===== config.mk =====
export PLATFORM = sky130hd
export DESIGN_NAME = lzrdc_ctrl
export DESIGN_NICKNAME = d
export VERILOG_FILES = /design/src/hdl/lzrdc_pkg.sv /design/src/hdl/lzrdc_ctrl.sv
export SDC_FILE = /design/constraint.sdc
export NUM_CORES = 1
export LEC_CHECK = 0
export ABC_AREA = 1
export BUFFER_PORTS_ARGS = -buffer_cell sky130_fd_sc_hd__buf_4
export CAP_MARGIN = 20
export CORE_AREA = 10 10 47 49
export DETAILED_ROUTE_END_ITERATION = 8
export DIE_AREA = 0 0 57 59
export SLEW_MARGIN = 20
export SYNTH_ARGS = -nofsm -noshare
export SYNTH_HDL_FRONTEND = slang
export SYNTH_SLANG_ARGS = --single-unit

===== constraint.sdc =====
create_clock -name clk_i -period 1.8 [get_ports clk_i]
set_input_delay 0.09 -clock clk_i [delete_from_list [all_inputs] [get_ports clk_i]]
set_output_delay 0.09 -clock clk_i [all_outputs]
set_load 0.1 [all_outputs]

===== src/hdl/lzrdc_pkg.sv =====
// ----------------------------------------------------------------------------
// LZSS ring decoder package
// Shared widths, codes and the command/status bundles between the controller
// and the datapath.
// ----------------------------------------------------------------------------
package lzrdc_pkg;

  localparam int WIN_DEPTH  = 4096;
  localparam int WIN_AW     = $clog2(WIN_DEPTH);
  localparam int FILL_W     = WIN_AW + 1;
  localparam int BYTE_W     = 8;
  localparam int PLEN_W     = 29;
  localparam int OLEN_W     = 31;
  localparam int SUM_W      = 32;
  localparam int STATUS_W   = 3;
  localparam int COUNT_W    = 5;
  localparam int CFG_IDX_W  = 4;
  localparam int CFG_DATA_W = 31;

  // Configuration register indexes.
  localparam logic [CFG_IDX_W-1:0] CFG_PACKED_LEN = CFG_IDX_W'(0);
  localparam logic [CFG_IDX_W-1:0] CFG_OUTPUT_LEN = CFG_IDX_W'(1);

  // Reset values of the configuration registers.
  localparam logic [PLEN_W-1:0] PLEN_RESET = PLEN_W'(5);
  localparam logic [OLEN_W-1:0] OLEN_RESET = OLEN_W'(1);

  // Final status codes.
  localparam logic [STATUS_W-1:0] ST_OK        = STATUS_W'(0);
  localparam logic [STATUS_W-1:0] ST_EXHAUSTED = STATUS_W'(1);
  localparam logic [STATUS_W-1:0] ST_OVERRUN   = STATUS_W'(2);
  localparam logic [STATUS_W-1:0] ST_EXTRA     = STATUS_W'(3);
  localparam logic [STATUS_W-1:0] ST_BAD_SUM   = STATUS_W'(4);

  // Value of a window byte that has not been written since the restart.
  localparam logic [BYTE_W-1:0] FILL_BYTE = 8'h20;

  typedef enum logic [1:0] {
    PH_FLAG,
    PH_LOW,
    PH_HIGH,
    PH_TAIL
  } phase_e;

  // What the byte under execution asks for.
  typedef enum logic [1:0] {
    ACT_QUIET,
    ACT_STATUS,
    ACT_LITERAL,
    ACT_MATCH
  } act_e;

  typedef struct packed {
    logic load;  // latch the accepted input byte
    logic exec;  // commit the decision for the latched byte
    logic rd;    // read the next copy source byte
    logic wr;    // write and emit the copy byte that was read
    logic done;  // close the current flag item
  } cmd_t;

  typedef struct packed {
    act_e act;
    logic out_free;
    logic copy_last;
  } stat_t;

endpackage


===== src/hdl/lzrdc_ctrl.sv =====
// ----------------------------------------------------------------------------
// LZSS decoder controller
// Sequences accept, execute, copy read/write and item close for each byte.
// ----------------------------------------------------------------------------
module lzrdc_ctrl (
  input  logic            clk_i,
  input  logic            rst_ni,
  input  logic            in_valid_i,
  output logic            in_stall_o,
  output logic            idle_o,
  input  lzrdc_pkg::stat_t stat_i,
  output lzrdc_pkg::cmd_t  cmd_o
);

  typedef enum logic [4:0] {
    S_IDLE = 5'b00001,
    S_EXEC = 5'b00010,
    S_RD   = 5'b00100,
    S_WR   = 5'b01000,
    S_DONE = 5'b10000
  } state_e;

  state_e state_q, state_d;
  logic   needs_out;

  assign needs_out = (stat_i.act == lzrdc_pkg::ACT_STATUS) ||
                     (stat_i.act == lzrdc_pkg::ACT_LITERAL);

  // No item is under execution.
  assign idle_o = (state_q == S_IDLE);

  always_comb begin
    state_d    = state_q;
    cmd_o      = '0;
    in_stall_o = 1'b1;
    unique case (state_q)
      S_IDLE: begin
        in_stall_o = 1'b0;
        if (in_valid_i) begin
          cmd_o.load = 1'b1;
          state_d    = S_EXEC;
        end
      end
      S_EXEC: begin
        // A literal or status byte waits here until the output register frees up.
        if (!needs_out || stat_i.out_free) begin
          cmd_o.exec = 1'b1;
          unique case (stat_i.act)
            lzrdc_pkg::ACT_LITERAL: state_d = S_DONE;
            lzrdc_pkg::ACT_MATCH:   state_d = S_RD;
            default:                state_d = S_IDLE;
          endcase
        end
      end
      S_RD: begin
        cmd_o.rd = 1'b1;
        state_d  = S_WR;
      end
      S_WR: begin
        if (stat_i.out_free) begin
          cmd_o.wr = 1'b1;
          state_d  = stat_i.copy_last ? S_DONE : S_RD;
        end
      end
      S_DONE: begin
        cmd_o.done = 1'b1;
        state_d    = S_IDLE;
      end
      default: begin
        state_d = S_IDLE;
      end
    endcase
  end

  always_ff @(posedge clk_i or negedge rst_ni) begin
    if (!rst_ni) begin
      state_q <= S_IDLE;
    end else begin
      state_q <= state_d;
    end
  end

endmodule


## Word level (Yosys, flattened, before mapping)

Cells that the tools add are included.

- Bits in registers: 5
- Bits in latches: 0
- Bits in read-only memories: 0
- Output and inout port bits: 7
- Memories kept: 0
- Word-level logic and storage cells: 31
- Input bits: 7
- Memory bits (writable): 0

- Shift operators: 0
- Multiply operators: 0
- Bitwise operators: 0
- Reduce and logical (&&, ||, !) cells: 4
- Equality and inequality tests: 11
- Mux-type cells: 15
- Divide/modulo/power cells: 0
- $add $sub $neg: 0
- Magnitude comparators: 0

Operators with widths:

| operator | count |
|---|---|
| 5-bit two-way mux | 4 |
| 5-bit case mux with 4 select lines | 1 |
| 5-bit case mux with 2 select lines | 1 |
| 1-bit two-way mux | 9 |
| 2-bit != test (second input constant) | 3 |
| 5-bit by 1-bit equality test with 1-bit output (second input constant) | 1 |
| 5-bit by 2-bit equality test with 1-bit output (second input constant) | 1 |
| 5-bit by 3-bit equality test with 1-bit output (second input constant) | 1 |
| 5-bit by 4-bit equality test with 1-bit output (second input constant) | 1 |
| 5-bit equality test (second input constant) | 1 |
| 2-bit equality test (second input constant) | 2 |
| 3-bit AND reduction | 1 |
| 2-bit by 1-bit equality test with 1-bit output (second input constant) | 1 |
| 1-bit logical OR | 2 |
| 1-bit logical NOT | 1 |

## Depth between registers and ports, before layout

Gate-level depths: netlist of the first run.

- Word-level depth: 6
- Mapped depth: 9
- Mapped depth without buffers: 9

## Worst setup path before layout of the first run

Ideal clock, no wire load.

- Path kind: register to output
- Start: register state_q[4]
- End: output cmd_o[0] in the netlist's numbering
- Data arrival time: 3.319 ns
- Buffers on the path: 0
- Required time: 1.710 ns
- Slack: -1.609 ns
- Stages on the path, launching flop included: 3
- Cell sequence: dfrtp_1 -> inv_1 -> nor4_1

RTL lines:

| element | RTL line | RTL |
|---|---|---|
| start, declared | lzrdc_ctrl.sv:23 | `state_e state_q, state_d;` |
| start signal, assigned | lzrdc_ctrl.sv:79 | `state_q <= state_d;` |
| end, declared | lzrdc_ctrl.sv:12 | `output lzrdc_pkg::cmd_t cmd_o` |

==> results of run 1 <==
==> cell type report <==
class	count	area, um^2	area share, %
inverter	18	71.32	11.85
tap	16	20.02	3.326
clock buffer	4	26.28	4.366
timing repair buffer	14	107.6	17.88
sequential	5	126.4	21.00
multi-input combinational	43	250.2	41.58
==> cell usage in the layout, fill, tap and decap left out, drive strengths merged, types with 2 or more instances in the layout <==
cell type | netlist | final
nand2 | 14 | 14
clkbuf | 0 | 4
ha | 4 | 4
o21ai | 3 | 3
nor2 | 14 | 14
buf | 0 | 13
dfrtp | 4 | 4
nand3 | 3 | 3
nand4 | 2 | 2
inv | 18 | 17
==> logic make-up after synthesis <==
| kind of cell | count (synthesis) | share of synthesized area (%) |
|---|---|---|
| DFF | 5 | 30.52 |
| AOI/OAI and AO/OA | 5 | 6.343 |
| adders and majority gates | 4 | 12.09 |
| and+or+nand+nor | 34 | 34.74 |
| buffers and inverters | 18 | 16.31 |
==> per-layer routing <==
metal / routed length (um) / GRT usage (%)
met3: 51 / 3.648
met4: 0 / 3.020
met5: 0 / 0
met1: 389 / 6.340
met2: 540 / 11.16
==> worst paths after layout <==
path,startpoint,endpoint,slack (ns),cells after the start
max,state_q[0],cmd_o[4],0.14,5
min,stat_i[0],state_q[2],0.15,4
max reg2reg,state_q[0],state_q[2],0.44,7
min reg2reg,state_q[3],state_q[0],0.60,3
max in group asynchronous,rst_ni,state_q[0],1.40,2
min in group asynchronous,rst_ni,state_q[3],0.20,2
==> per-stage QoR <==
stage	std cells	setup TNS [ns]
3_5_place_dp	95	0
6_report	100	0
4_1_cts	100	0
2_1_floorplan	66	-0.4569
5_1_grt	100	0
3_3_place_gp	95	0
==> power by group through the flow <==
stage | Sequential (mW) | Combinational [mW] | Clock [mW]
after floorplan | 0.175 | 0.571 | 0
after global placement | 0.183 | 0.693 | 0
after detailed placement | 0.182 | 0.695 | 0
after CTS | 0.181 | 0.697 | 0.131
after global routing | 0.185 | 0.743 | 0.144
final | 0.182 | 0.693 | 0.125
==> worst max-delay path, stage by stage (launching register included) <==
cell     delay, ns
dfstp_2       0.56
inv_1         0.05
nor2_1        0.22
nand2_4       0.11
nor2_4        0.10
buf_4         0.28
==> repair_timing <==
action	4_1_cts	5_1_grt
endpoints found under the setup margin	0	1
hold buffers	1	0
endpoints found under the hold margin	5	0
resized for setup	0	1
==> qor.txt, run 1 <==
Internal Power: 389.0 uW
Mapped Cells: 66
Final Power: 999.4 uW
core area: 0.001401 mm^2
layout cell share with drive strength beyond 1: 30.95%
Largest Register: state_q
final core utilization: 42.95%
Crit path required time: 1.71 ns
CTS tree: built
number of nets in the layout: 96
Period Utilization, post-route: 92.47%
post-synthesis sequential area ratio: 30.51%
Initial Util: 29.55%
Worst VDD drop: 0.5028 mV
ANT cells: 0
CP Class: reg -> out
row count: 14
Slew HR: 81.94%
vias: 435
post-route setup slack: 0.1355 ns
clock latency on the worst-skew pair: 0.23 ns
leakage: 0.3365 nW
Async S/R FF share, synth: 100.0%
Distinct cells, synth: 13
IO Pins: 14
Layout area overhead: 45.32%
P per Cell Area: 1661 mW/mm^2
Final HPWL DP: 888.6 um
setup repair after global routing missed its margin: no
max reg flops: 5
part of the power in registers: 18.2%
DP Area: 563.0 um^2
dominant synthesized flop cell: dfrtp_1
CP max FO: 4
Fill cells: 156
Post-Syn Nets: 77
setup violators final: 0
share of Yosys cell area claimed by the top area cell type: 24.17%
total CTS buffers: 3
Yosys Warn Count: 0
EDFF count, synth: 0
CP Launch Type: register
Post-Syn Area: 414.1 um^2
gpl congestion: 0.7786
Clk pwr share: 12.5%
crit end category: output port
gr usage total: 6.542%
Overflow after GRT: 0
Synth top cells by count: inv_1, nand2_1, nor2_1, dfrtp_1, ha_1
outcome: finished, final reports clean
count leader, synth: inv_1
#FFs+latches synth: 5
biggest regs: state_q (5)
1st-iter DRT viols: 6
Reg clk slew, reported paths: 0.04 ns
DR DRC count: 0
min cycle time layout: 1.665 ns
DR WL/cell: 9.810 um
Hold/Removal Path Class: in -> reg
clk_skew: 0.001501 ns
first-pass GRT wire length: 1794 um
largest area contributor in the netlist: dfrtp_1
maxcap violations: 0
Die Ht: 59 um
fin area: 601.8 um^2
final hold viol count: 0
H-tree Lvls: 1
initial antenna violation count: 0
IO Port Bufs: 13
antenna violation net count after detailed routing: 0
Worst Tran Pin Value: 0.2699 ns
dominant cells by area after synthesis: dfrtp_1, inv_1, nand2_1
width of the die: 57 um
final slew viol count: 0
Clock Path Buffers: 2
switch share: 61.07%
largest net degree at the start of global routing: 6
combinational power share: 69.3%
Mean Syn Cell Area: 6.275 um^2
Sw Pwr: 610.3 uW
drt first pass iters: 4
WHS: 0.1492 ns
Root Driver: clkbuf_4
Routed WL: 981 um
die area: 0.003363 mm^2
DP Worst Slack: 0.3836 ns
Setup Buffers After CTS: 0
vias per cell: 4.350
fmax: 0.6008 GHz
Critical Path AT: 1.57 ns
number of global-route vias before repair: 458
clock sink count: 5
(Power assumes the default switching activity.)
==> run 2: changes to the inputs <==
--- a/config.mk
+++ b/config.mk
@@ -11,6 +11,7 @@
 export CORE_AREA = 10 10 47 49
 export DETAILED_ROUTE_END_ITERATION = 8
 export DIE_AREA = 0 0 57 59
+export PLACE_DENSITY = 0.62
 export SLEW_MARGIN = 20
 export SYNTH_ARGS = -nofsm -noshare
 export SYNTH_HDL_FRONTEND = slang
==> qor.txt, run 2 (synthesis gave the netlist of run 1 again) <==
FF-to-FF setup slack: 0.42 ns (-0.02 ns)
setup repair after global routing missed its margin: no
Hold/Removal Path Class: in -> reg
post-route setup slack: 0.1302 ns (-0.005319 ns)
fmax: 0.5989 GHz (-0.32%)
Fill cells: 152 (-2.6%)
Final HPWL DP: 843.9 um (-5.0%)
total CTS buffers: 3 (unchanged)
max reg flops: 5 (unchanged)
DP Area: 563.0 um^2 (unchanged)
CP max FO: 4 (unchanged)
antenna violation net count after detailed routing: 0 (unchanged)
Worst VDD drop: 0.4942 mV (-1.7%)
layout cell share with drive strength beyond 1: 30.95% (unchanged)
Die Ht: 59 um (unchanged)
GRT met3 Usage: 1.717% (-1.9 points)
DP Worst Slack: 0.3657 ns (-0.01792 ns)
Routed WL: 930 um (-5.2%)
final slew viol count: 0 (unchanged)
first-pass GRT wire length: 1676 um (-6.6%)
vias per cell: 4.230 (-2.8%)
CP Launch Type: register
R2R Path Start: state_q[0]
WHS: 0.1284 ns (-0.02077 ns)
placed insts: 95 (unchanged)
Critical Path AT: 1.58 ns (about the same)
WHS Path Cells: 4 (unchanged)
Period Utilization, post-route: 92.77% (+0.30 points)
Reg2Reg Capture Point: state_q[2]
Worst Tran Pin Value: 0.2796 ns (+0.009724 ns)
Setup Buffers After CTS: 0 (unchanged)
min cycle time layout: 1.670 ns (+0.005319 ns)
Root Driver: clkbuf_4
IO Pins: 14 (unchanged)
crit end category: output port
Initial Util: 29.55% (unchanged)
hold wc startpoint: stat_i[0]
setup violators final: 0 (unchanged)
non-filler cells, final: 100 (unchanged)
Crit path required time: 1.71 ns (about the same)
Overflow after GRT: 0 (unchanged)
core area: 0.001401 mm^2 (unchanged)
Reg clk slew, reported paths: 0.04 ns (about the same)
final hold viol count: 0 (unchanged)
Layout area overhead: 45.32% (unchanged)
number of nets in the layout: 96 (unchanged)
clk_skew: 0.0001083 ns (-0.001393 ns)
most common cell after layout, fill and taps aside: inv_1
DR WL/cell: 9.300 um (-5.2%)
maxcap violations: 0 (unchanged)
Slew HR: 81.29% (-0.65 points)
outcome: finished, final reports clean
width of the die: 57 um (unchanged)
P per Cell Area: 1652 mW/mm^2 (-0.50%)
number of global-route vias before repair: 443 (-3.3%)
CP Class: reg -> out
die area: 0.003363 mm^2 (unchanged)
footprint of the multi-input gates: 250.2 um^2 (unchanged)
Top Usage Layer GRT: met2
setup TNS: 0 ns (unchanged)
vias: 423 (-2.8%)
CTS tree: built
initial antenna violation count: 0 (unchanged)
1st-iter DRT viols: 12 (+6)
row count: 14 (unchanged)
R2R depth: 7 (unchanged)
H-tree Lvls: 1 (unchanged)
IO Port Bufs: 13 (unchanged)
clock sink count: 5 (unchanged)
gpl congestion: 0.8138 (+4.5%)
DR DRC count: 0 (unchanged)
fin area: 601.8 um^2 (unchanged)
leakage: 0.3365 nW (unchanged)
Clock Path Buffers: 2 (unchanged)
gr usage total: 6.231% (-0.31 points)
ANT cells: 0 (unchanged)
M2 GR Usage: 10.54% (-0.62 points)
largest net degree at the start of global routing: 6 (unchanged)
clock latency on the worst-skew pair: 0.24 ns (about the same)
most frequent cells in the layout: inv_1, nand2_1, buf_4
Largest Register: state_q
biggest regs: state_q (5)
drt first pass iters: 4 (unchanged)
Hold EP: state_q[2]
met1 GRT Util: 5.959% (-0.38 points)
Register Area: 126.4 um^2 (unchanged)
## run 2: metal layers
metal / routed length, um / share of wire (%)
met1: 367 / 39
met2: 510 / 55
met3: 25 / 2.7
met5: 0 / 0
met4: 27 / 2.9
## run 2: how the worst max path moves through the flow
stage,startpoint,to,slack (ns),cells past startpoint
floorplan,state_q[4],cmd_o[0],-0.46,2
detailed placement,state_q[2],cmd_o[3],0.37,6
global placement,state_q[0],cmd_o[4],0.38,5
global route,state_q[0],cmd_o[4],0.05,5
finish,state_q[0],cmd_o[4],0.13,5
CTS,state_q[2],cmd_o[3],0.11,6
## run 2: area by class of cell
| type | count | area share (%) |
|---|---|---|
| Timing Repair Buffer | 14 | 17.88 |
| Inverter | 18 | 11.85 |
| Sequential cell | 5 | 21.00 |
| Tap cell | 16 | 3.326 |
| Multi-Input combinational cell | 43 | 41.58 |
| Clock buffer | 4 | 4.366 |
## run 2: critical path, stage by stage, from the launching register on
cell     delay [ns]
dfstp_2        0.56
inv_1          0.04
nor2_1         0.23
nand2_4        0.12
nor2_4         0.10
buf_4          0.28
## run 2: what timing repair did
action / in CTS / in global routing
endpoints found under the setup margin: 0 / 1
hold endpoints to repair: 5 / 0
gates resized for setup: 0 / 1
hold buffers: 1 / 0
## run 2: through the flow
stage | power, mW | utilization (%)
6_report | 0.9944 | 42.95
5_1_grt | 1.059 | 42.95
4_1_cts | 1.004 | 42.77
3_5_place_dp | 0.8709 | 40.18
3_3_place_gp | 0.8695 | 40.18
2_1_floorplan | 0.7463 | -
## run 2: power breakdown
part           leakage [nW]  switching, mW  internal (mW)
Sequential           0.0653         0.0328          0.149
Combinational         0.256          0.530          0.156
Clock                0.0150         0.0430         0.0836
==> run 3: changes to the inputs <==
--- a/config.mk
+++ b/config.mk
@@ -9,6 +9,7 @@
 export BUFFER_PORTS_ARGS = -buffer_cell sky130_fd_sc_hd__buf_4
 export CAP_MARGIN = 20
 export CORE_AREA = 10 10 47 49
+export CTS_BUF_LIST = sky130_fd_sc_hd__clkbuf_4
 export DETAILED_ROUTE_END_ITERATION = 8
 export DIE_AREA = 0 0 57 59
 export PLACE_DENSITY = 0.62
==> qor.txt, run 3 (synthesis gave the netlist of run 1 again) <==
Period Utilization, post-route: 92.77% (about the same)
WHS: 0.1284 ns (unchanged)
leakage: 0.3400 nW (+1.0%)
Largest Register: state_q
clk_skew: 0.0001349 ns (+0.00002659 ns)
non-filler cells, final: 100 (unchanged)
most frequent cells in the layout: inv_1, nand2_1, buf_4
most common cell after layout, fill and taps aside: inv_1
gpl congestion: 0.8138 (unchanged)
1st-iter DRT viols: 12 (unchanged)
clock sink count: 5 (unchanged)
Slew HR: 81.29% (unchanged)
DR WL/cell: 9.290 um (-0.11%)
number of nets in the layout: 96 (unchanged)
CP Class: reg -> out
largest net degree at the start of global routing: 6 (unchanged)
Register Area: 126.4 um^2 (unchanged)
Critical Path AT: 1.58 ns (about the same)
setup repair after global routing missed its margin: no
initial antenna violation count: 0 (unchanged)
vias per cell: 4.230 (unchanged)
outcome: finished, final reports clean
IO Pins: 14 (unchanged)
die area: 0.003363 mm^2 (unchanged)
gr usage total: 6.231% (unchanged)
maxcap violations: 0 (unchanged)
H-tree Lvls: 1 (unchanged)
Die Ht: 59 um (unchanged)
Final HPWL DP: 843.9 um (unchanged)
Routed WL: 929 um (-0.11%)
Setup Buffers After CTS: 0 (unchanged)
R2R depth: 7 (unchanged)
Clock Path Buffers: 2 (unchanged)
Worst Tran Pin Value: 0.2796 ns (unchanged)
vias: 423 (unchanged)
row count: 14 (unchanged)
core area: 0.001401 mm^2 (unchanged)
post-route setup slack: 0.1301 ns (-0.00009000 ns)
clock latency on the worst-skew pair: 0.24 ns (about the same)
fmax: 0.5988 GHz (about the same)
final hold viol count: 0 (unchanged)
total CTS buffers: 3 (unchanged)
CP Launch Type: register
Fill cells: 153 (+0.66%)
CTS tree: built
DR DRC count: 0 (unchanged)
setup violators final: 0 (unchanged)
number of global-route vias before repair: 443 (unchanged)
antenna violation net count after detailed routing: 0 (unchanged)
Worst VDD drop: 0.4955 mV (+0.28%)
Crit path required time: 1.71 ns (about the same)
P per Cell Area: 1667 mW/mm^2 (+0.89%)
CP max FO: 4 (unchanged)
placed insts: 95 (unchanged)
width of the die: 57 um (unchanged)
layout cell share with drive strength beyond 1: 32.14% (+1.2 points)
ANT cells: 0 (unchanged)
Root Driver: clkbuf_4
final slew viol count: 0 (unchanged)
Hold/Removal Path Class: in -> reg
WHS Path Cells: 4 (unchanged)
Overflow after GRT: 0 (unchanged)
biggest regs: state_q (5)
Reg clk slew, reported paths: 0.04 ns (about the same)
Layout area overhead: 46.22%
DP Worst Slack: 0.3657 ns (unchanged)
crit end category: output port
drt first pass iters: 4 (unchanged)
IO Port Bufs: 13 (unchanged)
Initial Util: 29.55% (unchanged)
min cycle time layout: 1.670 ns (+0.00009000 ns)
footprint of the multi-input gates: 250.2 um^2 (unchanged)
max reg flops: 5 (unchanged)
first-pass GRT wire length: 1676 um (unchanged)
run 3: cell counts in the layout (fill, tap and decap cells not counted):
Identical to the previous run, type by type.
run 3: worst paths after layout:
check                            from         end  slack [ns]
max reg2reg                state_q[0]  state_q[2]        0.42
min reg2reg                state_q[3]  state_q[0]        0.59
min in group asynchronous      rst_ni  state_q[3]        0.18
min                         stat_i[0]  state_q[2]        0.13
max in group asynchronous      rst_ni  state_q[0]        1.42
max                        state_q[0]    cmd_o[4]        0.13
run 3: area by class of cell:
| type | instances | share of cell area [%] |
|---|---|---|
| Timing Repair Buffer | 14 | 17.77 |
| Tap cell | 16 | 3.306 |
| Clock buffer | 4 | 4.959 |
| Multi-Input combinational cell | 43 | 41.32 |
| Inverter | 18 | 11.78 |
| Sequential cell | 5 | 20.87 |
run 3: through the flow:
step                total power, mW  setup TNS (ns)  utilization, %  area [um^2]
detailed placement           0.8709               0           40.18        563.0
finish                        1.009               0           43.21        605.6
global route                  1.075               0           43.21        605.6
global placement             0.8695               0           40.18        563.0
CTS                           1.019               0           43.04        603.1
floorplan                    0.7463         -0.4569               -        445.4
run 3: where the power goes:
part           total (mW)  internal [mW]  leakage, nW  switching [mW]
logic               0.686          0.156        0.256           0.530
registers           0.182          0.149       0.0653          0.0328
clock network       0.142         0.0986       0.0184          0.0431
total                1.01          0.404        0.340           0.606
run 3: repair_timing:
item / in CTS / in global routing
endpoints found under the hold margin: 5 / 0
gates resized for setup: 0 / 1
hold buffers: 1 / 0
setup endpoints to repair: 0 / 1
run 3: routing by layer:
metal  wire, um  share of wire (%)  vias to the layer above  track usage (%)
met1        366                 39                      183            5.959
met2        510                 55                        6            10.54
met3         25                2.7                        2            1.717
li1           -                  -                      232                -
met4         27                2.9                        0            6.040
met5          0                  0                        -                0
run 3: worst max-delay path, cell delays in order, from the launching register on:
cell     delay (ns)
dfstp_2        0.56
inv_1          0.04
nor2_1         0.23
nand2_4        0.12
nor2_4         0.10
buf_4          0.28
